==> config.mk <==
export PLATFORM = sky130hd
export DESIGN_NAME = fps_ctrl
export DESIGN_NICKNAME = d
export VERILOG_FILES = /design/src/sv/fps_pkg.sv /design/src/sv/fps_ctrl.sv
export SDC_FILE = /design/constraint.sdc
export NUM_CORES = 1
export LEC_CHECK = 0
export ABC_AREA = 1
export BUFFER_PORTS_ARGS = -buffer_cell sky130_fd_sc_hd__buf_4
export CELL_PAD_IN_SITES_DETAIL_PLACEMENT = 1
export CELL_PAD_IN_SITES_GLOBAL_PLACEMENT = 1
export CORE_UTILIZATION = 38
export DETAILED_ROUTE_END_ITERATION = 6
export PLACE_DENSITY_LB_ADDON = 0.1
export SYNTH_ARGS = -nofsm -noshare
export SYNTH_HDL_FRONTEND = slang
export SYNTH_SLANG_ARGS = --single-unit
==> constraint.sdc <==
create_clock -name clk -period 6.1 [get_ports clk]
set_input_delay 0.61 -clock clk [delete_from_list [all_inputs] [get_ports clk]]
set_output_delay 0.61 -clock clk [all_outputs]
set_load 0.03 [all_outputs]
==> src/sv/fps_pkg.sv <==
// Shared constants for the Fenwick range-sum block.
// Depends on nothing; imported by the controller, top level and checker.
`default_nettype none

package fps_pkg;

	localparam int IDX_W        = 11;
	localparam int VAL_W        = 64;
	localparam int SIZE_DEFAULT = 1024;

	localparam logic OP_ASSIGN = 1'b0;
	localparam logic OP_QUERY  = 1'b1;

endpackage

`default_nettype wire

==> src/sv/fps_ctrl.sv <==
// Sequencer that walks the Fenwick chains through the two memories.
// Depends on fps_pkg.
`default_nettype none

module fps_ctrl #(
	parameter int SIZE = fps_pkg::SIZE_DEFAULT,
	parameter int PW   = $clog2(SIZE + 1)
) (
	input  wire logic                       clk,
	input  wire logic                       arst_n,
	input  wire logic                       start,
	output logic                            busy,
	input  wire logic                       operation,
	input  wire logic [fps_pkg::IDX_W-1:0]  index,
	input  wire logic [fps_pkg::VAL_W-1:0]  new_value,
	input  wire logic [fps_pkg::IDX_W-1:0]  start_index,
	input  wire logic [fps_pkg::IDX_W-1:0]  end_index,
	output logic                            result_valid,
	output logic [fps_pkg::VAL_W-1:0]       range_sum,
	output logic                            psum_we,
	output logic [PW-1:0]                   psum_waddr,
	output logic [fps_pkg::VAL_W-1:0]       psum_wdata,
	output logic                            psum_re,
	output logic [PW-1:0]                   psum_raddr,
	input  wire logic [fps_pkg::VAL_W-1:0]  psum_rdata,
	output logic                            plain_we,
	output logic [PW-1:0]                   plain_waddr,
	output logic [fps_pkg::VAL_W-1:0]       plain_wdata,
	output logic                            plain_re,
	output logic [PW-1:0]                   plain_raddr,
	input  wire logic [fps_pkg::VAL_W-1:0]  plain_rdata
);

	import fps_pkg::*;

	localparam int CW = PW + 1;
	localparam int EW = (IDX_W > CW) ? IDX_W : CW;
	localparam logic [EW-1:0] SIZE_E = EW'(SIZE);
	localparam logic [CW-1:0] SIZE_C = CW'(SIZE);
	localparam logic [PW-1:0] LAST_A = PW'(SIZE);

	typedef enum logic [2:0] {
		ST_CLEAR,
		ST_IDLE,
		ST_A_READ,
		ST_A_DELTA,
		ST_A_ADD,
		ST_Q_LOAD,
		ST_Q_ACC
	} state_t;

	state_t            state_q;
	logic [PW-1:0]     clr_q;
	logic [PW-1:0]     idx_q;
	logic [VAL_W-1:0]  val_q;
	logic [VAL_W-1:0]  delta_q;
	logic [VAL_W-1:0]  acc_q;
	logic [PW-1:0]     sb_q;
	logic [PW-1:0]     eb_q;
	logic [CW-1:0]     pos_q;
	logic              phase_q;

	logic [EW-1:0]     idx_ext;
	logic [EW-1:0]     first_ext;
	logic [EW-1:0]     last_ext;
	logic [EW-1:0]     below_ext;
	logic              idx_ok;
	logic [PW-1:0]     eb_sat;
	logic [PW-1:0]     sb_sat;
	logic [CW-1:0]     lowbit;
	logic [CW-1:0]     climb_nxt;
	logic [CW-1:0]     fall_nxt;
	logic [PW-1:0]     load_pos;
	logic [VAL_W-1:0]  acc_nxt;

	assign idx_ext   = EW'(index);
	assign first_ext = EW'(start_index);
	assign last_ext  = EW'(end_index);
	assign below_ext = (first_ext == '0) ? '0 : first_ext - EW'(1);
	assign idx_ok    = (idx_ext != '0) && (idx_ext <= SIZE_E);
	assign eb_sat    = (last_ext > SIZE_E) ? LAST_A : PW'(last_ext);
	assign sb_sat    = (below_ext > SIZE_E) ? LAST_A : PW'(below_ext);

	assign lowbit    = pos_q & (~pos_q + CW'(1));
	assign climb_nxt = pos_q + lowbit;
	assign fall_nxt  = pos_q & (pos_q - CW'(1));
	assign load_pos  = phase_q ? sb_q : eb_q;
	assign acc_nxt   = phase_q ? acc_q - psum_rdata : acc_q + psum_rdata;

	assign busy = (state_q != ST_IDLE);

	always_comb begin
		psum_we     = 1'b0;
		psum_waddr  = '0;
		psum_wdata  = '0;
		psum_re     = 1'b0;
		psum_raddr  = '0;
		plain_we    = 1'b0;
		plain_waddr = '0;
		plain_wdata = '0;
		plain_re    = 1'b0;
		plain_raddr = '0;
		unique case (state_q)
			ST_CLEAR: begin
				psum_we     = 1'b1;
				psum_waddr  = clr_q;
				plain_we    = 1'b1;
				plain_waddr = clr_q;
			end
			ST_IDLE: begin
			end
			ST_A_READ: begin
				plain_re    = 1'b1;
				plain_raddr = idx_q;
			end
			ST_A_DELTA: begin
				plain_we    = 1'b1;
				plain_waddr = idx_q;
				plain_wdata = val_q;
				psum_re     = 1'b1;
				psum_raddr  = idx_q;
			end
			ST_A_ADD: begin
				psum_we    = 1'b1;
				psum_waddr = pos_q[PW-1:0];
				psum_wdata = psum_rdata + delta_q;
				if (climb_nxt <= SIZE_C) begin
					psum_re    = 1'b1;
					psum_raddr = climb_nxt[PW-1:0];
				end
			end
			ST_Q_LOAD: begin
				if (load_pos != '0) begin
					psum_re    = 1'b1;
					psum_raddr = load_pos;
				end
			end
			ST_Q_ACC: begin
				if (fall_nxt != '0) begin
					psum_re    = 1'b1;
					psum_raddr = fall_nxt[PW-1:0];
				end
			end
			default: begin
			end
		endcase
	end

	always_ff @(posedge clk or negedge arst_n) begin
		if (!arst_n) begin
			state_q      <= ST_CLEAR;
			clr_q        <= '0;
			phase_q      <= 1'b0;
			result_valid <= 1'b0;
		end else begin
			result_valid <= 1'b0;
			unique case (state_q)
				ST_CLEAR: begin
					clr_q <= clr_q + PW'(1);
					if (clr_q == LAST_A) begin
						state_q <= ST_IDLE;
					end
				end
				ST_IDLE: begin
					if (start) begin
						if (operation == OP_ASSIGN) begin
							idx_q <= PW'(idx_ext);
							val_q <= new_value;
							if (idx_ok) begin
								state_q <= ST_A_READ;
							end
						end else begin
							eb_q    <= eb_sat;
							sb_q    <= sb_sat;
							phase_q <= 1'b0;
							acc_q   <= '0;
							state_q <= ST_Q_LOAD;
						end
					end
				end
				ST_A_READ: begin
					state_q <= ST_A_DELTA;
				end
				ST_A_DELTA: begin
					delta_q <= val_q - plain_rdata;
					pos_q   <= CW'(idx_q);
					state_q <= ST_A_ADD;
				end
				ST_A_ADD: begin
					pos_q <= climb_nxt;
					if (climb_nxt > SIZE_C) begin
						state_q <= ST_IDLE;
					end
				end
				ST_Q_LOAD: begin
					pos_q <= CW'(load_pos);
					if (load_pos != '0) begin
						state_q <= ST_Q_ACC;
					end else if (!phase_q) begin
						phase_q <= 1'b1;
					end else begin
						range_sum    <= acc_q;
						result_valid <= 1'b1;
						state_q      <= ST_IDLE;
					end
				end
				ST_Q_ACC: begin
					acc_q <= acc_nxt;
					pos_q <= fall_nxt;
					if (fall_nxt == '0) begin
						if (!phase_q) begin
							phase_q <= 1'b1;
							state_q <= ST_Q_LOAD;
						end else begin
							range_sum    <= acc_nxt;
							result_valid <= 1'b1;
							state_q      <= ST_IDLE;
						end
					end
				end
				default: begin
					state_q <= ST_IDLE;
				end
			endcase
		end
	end

endmodule

`default_nettype wire

Yosys cells after proc, flatten, opt, wreduce, memory -nomap -nowiden
Cells that the tools add are included.

Output and inout port bits: 242. Word-level logic and storage cells: 116. Flip-flop bits (word level): 317. Bits of input ports: 229.

Equality and inequality tests: 18. $lt $le $gt $ge: 5. Bitwise gates (word level): 4. Reductions and logical operators: 21. Add/subtract/negate cells: 9. Muxes and demuxes: 47.

Operators by type and width (count): 64-bit 2-to-1 mux (9); 64-bit one-hot mux with 2 select lines (2); 64-bit adder (2); 64-bit subtractor (2); 11-bit 2-to-1 mux (5); 12-bit one-hot mux with 4 select lines (1); 11-bit one-hot mux with 2 select lines (2); 11-bit one-hot mux with 4 select lines (1); 3-bit 2-to-1 mux (9); 12-bit AND (2); 12-bit by 11-bit > comparator with 1-bit output (second input constant) (2); 12-bit zero test (2); 12-bit nonzero test (2); 3-bit one-hot mux with 7 select lines (1); 2-bit != test (second input constant) (8); 1-bit 2-to-1 mux (13); 12-bit by 1-bit adder with 12-bit output (second input constant) (1); 12-bit adder (1); 12-bit by 11-bit less-or-equal comparator with 1-bit output (second input constant) (1); 12-bit 2-to-1 mux (1); 12-bit inverter (1); 4-bit AND reduction (3); 6-bit AND reduction (2); 11-bit by 1-bit subtractor with 12-bit output (second input constant) (1); 23 further kinds (30).

Logic depth before layout (Yosys ltp)
Depth in word-level cells: 7. Mapped depth: 26. Depth with buffers taken out: 26.

Least setup slack after synthesis
OpenSTA, ideal clock, no wires.

Kind: reg-to-reg. Start point: register state_q[0]. End point: register idx_q[0] (enable). Arrival: 6.176 ns. Stages on the path, launching flop included: 9. Slack: -0.677 ns. Path buffers: 0. Path through: dfrtp_1 -> inv_1 -> nor2_1 -> inv_1 -> nor2_1 -> inv_1 -> nor2_1 -> inv_1 -> nor3_1.

Word-level cells in the longest chain between the ends: 2.

RTL lines: start: declaration (RTL line fps_ctrl.sv:52) `state_t state_q;`; start signal: assignment (RTL line fps_ctrl.sv:151) `state_q <= ST_CLEAR;`; start signal: assignment (RTL line fps_ctrl.sv:161) `state_q <= ST_IDLE;`; start signal: assignment (RTL line fps_ctrl.sv:170) `state_q <= ST_A_READ;`; 3-bit by 1-bit == test with 1-bit output (RTL line fps_ctrl.sv:157) `unique case (state_q)`; 4-bit AND reduction (no line); end signal: assignment (RTL line fps_ctrl.sv:167) `idx_q <= PW'(idx_ext);`; end: declaration (RTL line fps_ctrl.sv:54) `logic [PW-1:0] idx_q;`.

No other way between the ends. A chain may end at the register's enable or synchronous reset.

Final worst setup path
Start point: input port psum_rdata[18] (netlist name). End point: register range_sum[63] (netlist name) (data pin).

Word-level cells in the longest chain between the ends: 5.

RTL lines: start: declaration (RTL line fps_ctrl.sv:25) `input wire logic [fps_pkg::VAL_W-1:0] psum_rdata,`; 64-bit adder / 64-bit subtractor (equally long branches) (RTL line fps_ctrl.sv:88) `assign acc_nxt = phase_q ? acc_q - psum_rdata : acc_q + psum_rdata;`; 64-bit 2-to-1 mux * (RTL line fps_ctrl.sv:88); 64-bit 2-to-1 mux * (RTL line fps_ctrl.sv:211) `if (!phase_q) begin`; 64-bit 2-to-1 mux * (RTL line fps_ctrl.sv:210) `if (fall_nxt == '0) begin`; 64-bit one-hot mux with 2 select lines * (RTL line fps_ctrl.sv:157); end signal: assignment (RTL line fps_ctrl.sv:202) `range_sum <= acc_q;`; end signal: assignment (RTL line fps_ctrl.sv:215) `range_sum <= acc_nxt;`; end: declaration (RTL line fps_ctrl.sv:19) `output logic [fps_pkg::VAL_W-1:0] range_sum,`.

Every way passes the cells marked *; elsewhere a longest branch is shown, timed or not. The select of a mux whose other input is x is not followed.

==> key figures <==
Placement
  – GP Congestion: 1.00
  – Inst Count DP: 5822
  – DP Wirelength: 113000 um
  – Place WS: roughly 0.77 ns
  – PortBufs: 470

Setup path
  – FF-to-FF End: range_sum[40]
  – Reg2Reg Setup Slack: 1.59 ns
  – Crit Path Class: in2reg
  – Setup crit end kind: flip-flop
  – CP max stage delay: 0.65 ns
  – Buffers & Inverters on Critical Path: 4
  – Crit path arrival time: 5.13 ns
  – Most Frequent Cell on Critical Path: nand2_1
  – CP top delay family: simple AND/OR/NAND/NOR gates
  – Worst flop-to-flop path startpoint: phase_q
  – CP startpoint: psum_rdata[18]
  – R2R depth: 14
  – Critical path fanouts, max: 4
  – CP Launch Type: primary input
  – Critical Path RT: 6.42 ns
  – Crit path cell chain: buf_4, inv_1, nand4_1, nor4_1, nand3_1, nor2_1, xor2_1, nand2_1, o21ai_0, ha_1, nand2_1, nor2_1, inv_1, nor2_1, inv_1, nor4_1, nand2_1, nand3_1, nand2_1, nand3_1, nand2_1
  – CP max stage cell: nor4_1

STA
  – Fin crit share: 78.8%
  – Setup TNS: 0 ns
  – Final Skew: approximately 0.028 ns
  – Max Slew Vio Count: 0
  – RSZ-0062 raised after global routing: no
  – Relative slew slack: 28.7%
  – Slew @ Worst Pin: between 1 and 1.5 ns
  – Endpoints failing hold: 0
  – PnR worst setup slack: 1.29 ns
  – Fmax: 0.208 GHz
  – Final setup fails: 0
  – Final Critical Period: 4.81 ns

Route
  – WL/cell: 22.4 um
  – First-pass detailed-route iteration total: 5
  – Routed Antenna Nets: 0
  – DRC: 0
  – Drt total wl: 132000 um
  – DR iter-0 viols: 1833
  – Vias: 31700
  – Number of vias per cell: 5.36

Floorplanning
  – Die area: 78800 um^2
  – Initial Utilization: 38.6%
  – IO Pins: 471
  – Die W: approximately 280 um
  – Num rows: 101
  – Core box area: 76500 um^2
  – Die Y: 281 um

Yosys
  – Syn Std Cell Area: 29500 um^2
  – Unique masters post-synth: slightly below 60
  – Post-synth EDFFs: 301
  – FFs w/ async S/R, synth: 5.05%
  – Syn_area_per_cell: 6.77 um^2
  – Yosys top cell area share: 30.6%
  – Yosys reg bits: 317
  – Syn_nets: between 4000 and 5000
  – Area leader, netlist: edfxtp_1
  – Total number of yosys warnings: 0
  – Top post-synthesis cells by area: edfxtp_1 (31%), nand2_1 (12%), inv_1 (9.4%), nor2_1 (9.0%), ha_1 (8.2%)
  – Synth Instances: 4359
  – Sequential area share after synthesis: approximately a third
  – Ys flop type: edfxtp_1

Finish
  – Layout Area Growth over Synthesis: 20.9%
  – Filler cells: approximately 10000
  – Multi-input logic area: ~17000 um^2
  – Final #Nets: 5261
  – Reg area: approximately 9400 um^2
  – Commonest cells after routing, fill and taps aside: nand2_1 (908), inv_1 (741), nor2_1 (702)
  – Proportion of layout cells with a drive suffix above 1: 13.1%
  – Finished Layout Cells: approximately 5900
  – Most common cell after layout, fill and taps aside: nand2_1

CTS
  – Reg clk slew, reported paths: approximately 0.07 ns
  – Number of setup buffers added after CTS: 0
  – Clk buf depth: 3
  – # clock sinks: approximately 320
  – H-tree Lvls: 2
  – CTS tree: built
  – CTS Buf Count: 41
  – Clock Root Buffer: clkbuf_16
  – Clk_lat worst skew: between 0.5 and 0.6 ns

Power and ir drop
  – PD cells: 263 nW/um^2
  – Peak VDD IR: roughly 0.3 mV
  – Leakage: 16.6 nW

Hold path
  – Hold Crit Class: in2reg
  – Hold depth: 1
  – Hold wc startpoint: new_value[0]
  – Hold EP: val_q[0]

Global route
  – Largest net degree at the start of global routing: 84
  – Antenna violations before repair: 10
  – GRT Overall Usage: 32.9%
  – Grt total ovfl: 0
  – Vias in the first global route: 32500
  – First-pass GRT wire length: 194000 um

Status
  – Status: completed

Run
  – Number of max-cap violations: 0
[worst max-delay path by stage]
| stage | endpoint | slack (ns) | depth (start not counted) |
|---|---|---|---|
| 3_3_place_gp | range_sum[63] | 0.83 | 21 |
| 5_1_grt | range_sum[63] | 0.93 | 21 |
| 4_1_cts | range_sum[63] | 1.35 | 21 |
| 6_report | range_sum[63] | 1.29 | 21 |
| 3_5_place_dp | range_sum[63] | 0.77 | 21 |
| 2_1_floorplan | range_sum[0] | 1.03 | 8 |
[what timing repair did]
action                                  4_1_cts  5_1_grt
endpoints found under the setup margin        0        0
hold buffers                                  1        0
resized for setup                             0        0
endpoints found under the hold margin        16        0
[where the power goes]
part | total (W) | internal, W | switching, W
combinational | 0.00410 | 0.00122 | 0.00289
clock | 0.00247 | 0.00144 | 0.00103
sequential | 0.00281 | 0.00265 | 0.000163
total | 0.00938 | 0.00530 | 0.00408
[flip-flops by register name, summed over array words and instances, names as in the netlist, 3 cells and up]
| signal | count |
|---|---|
| acc_q | 64 |
| delta_q | 64 |
| range_sum | 64 |
| val_q | 64 |
| pos_q | 12 |
| clr_q | 11 |
| eb_q | 11 |
| idx_q | 11 |
| sb_q | 11 |
| state_q | 3 |
[cell usage after synthesis, types with 26 or more instances]
library cell,number
o21ai_0,275
o21bai_1,35
inv_1,742
edfxtp_1,301
xor2_1,101
a21oi_1,347
xnor2_1,26
nand3b_1,26
nand4_1,65
nor3_1,52
nand2_1,908
nor4_1,27
a21o_1,32
ha_1,193
nor2_1,704
clkbuf_1,35
a31oi_1,31
nand3_1,229
[through the flow]
step	hold slack (ns)	cell area, um^2	util, %	total power, W
after floorplan	0.314	29500	-	0.00528
after global placement	0.489	34300	44.9	0.00684
after detailed placement	0.500	34300	44.9	0.00688
after CTS	0.171	35700	46.6	0.00937
after global routing	0.192	35700	46.7	0.00978
final	0.198	35700	46.7	0.00938
[per-layer routing]
metal  vias to the layer above  share of wire (%)  track usage [%]
met3                       264                4.4             3.47
met5                         -             0.0060                0
met4                         2                5.3             16.0
met1                     15200                 42             40.4
li1                      15300                  -                -
met2                       882                 48             57.4
[layout make-up]
type / instances / share of cell area (%)
multi-input cells: 3240 / 48.0
flip-flops and latches: 317 / 26.5
repair buffers: 486 / 10.2
inverters: 750 / 7.89
well taps: 1030 / 3.61
clock buffers: 49 / 3.13
clock inverters: 26 / 0.624
diodes: 8 / 0.0561
[cells by family (layout without fill, tap and decap cells)]
kind of cell | count (synthesis) | count (layout) | synth area share (%)
compound gates | 826 | 826 | 15.6
xor+xnor | 127 | 127 | 3.77
fa+ha+maj | 196 | 196 | 8.38
buf+inv | 802 | 1311 | 10.3
flops | 317 | 317 | 32.0
other cells | 0 | 8 | 0
simple gates | 2091 | 2091 | 30.0
No activity file was read; power rests on OpenSTA's default activity.
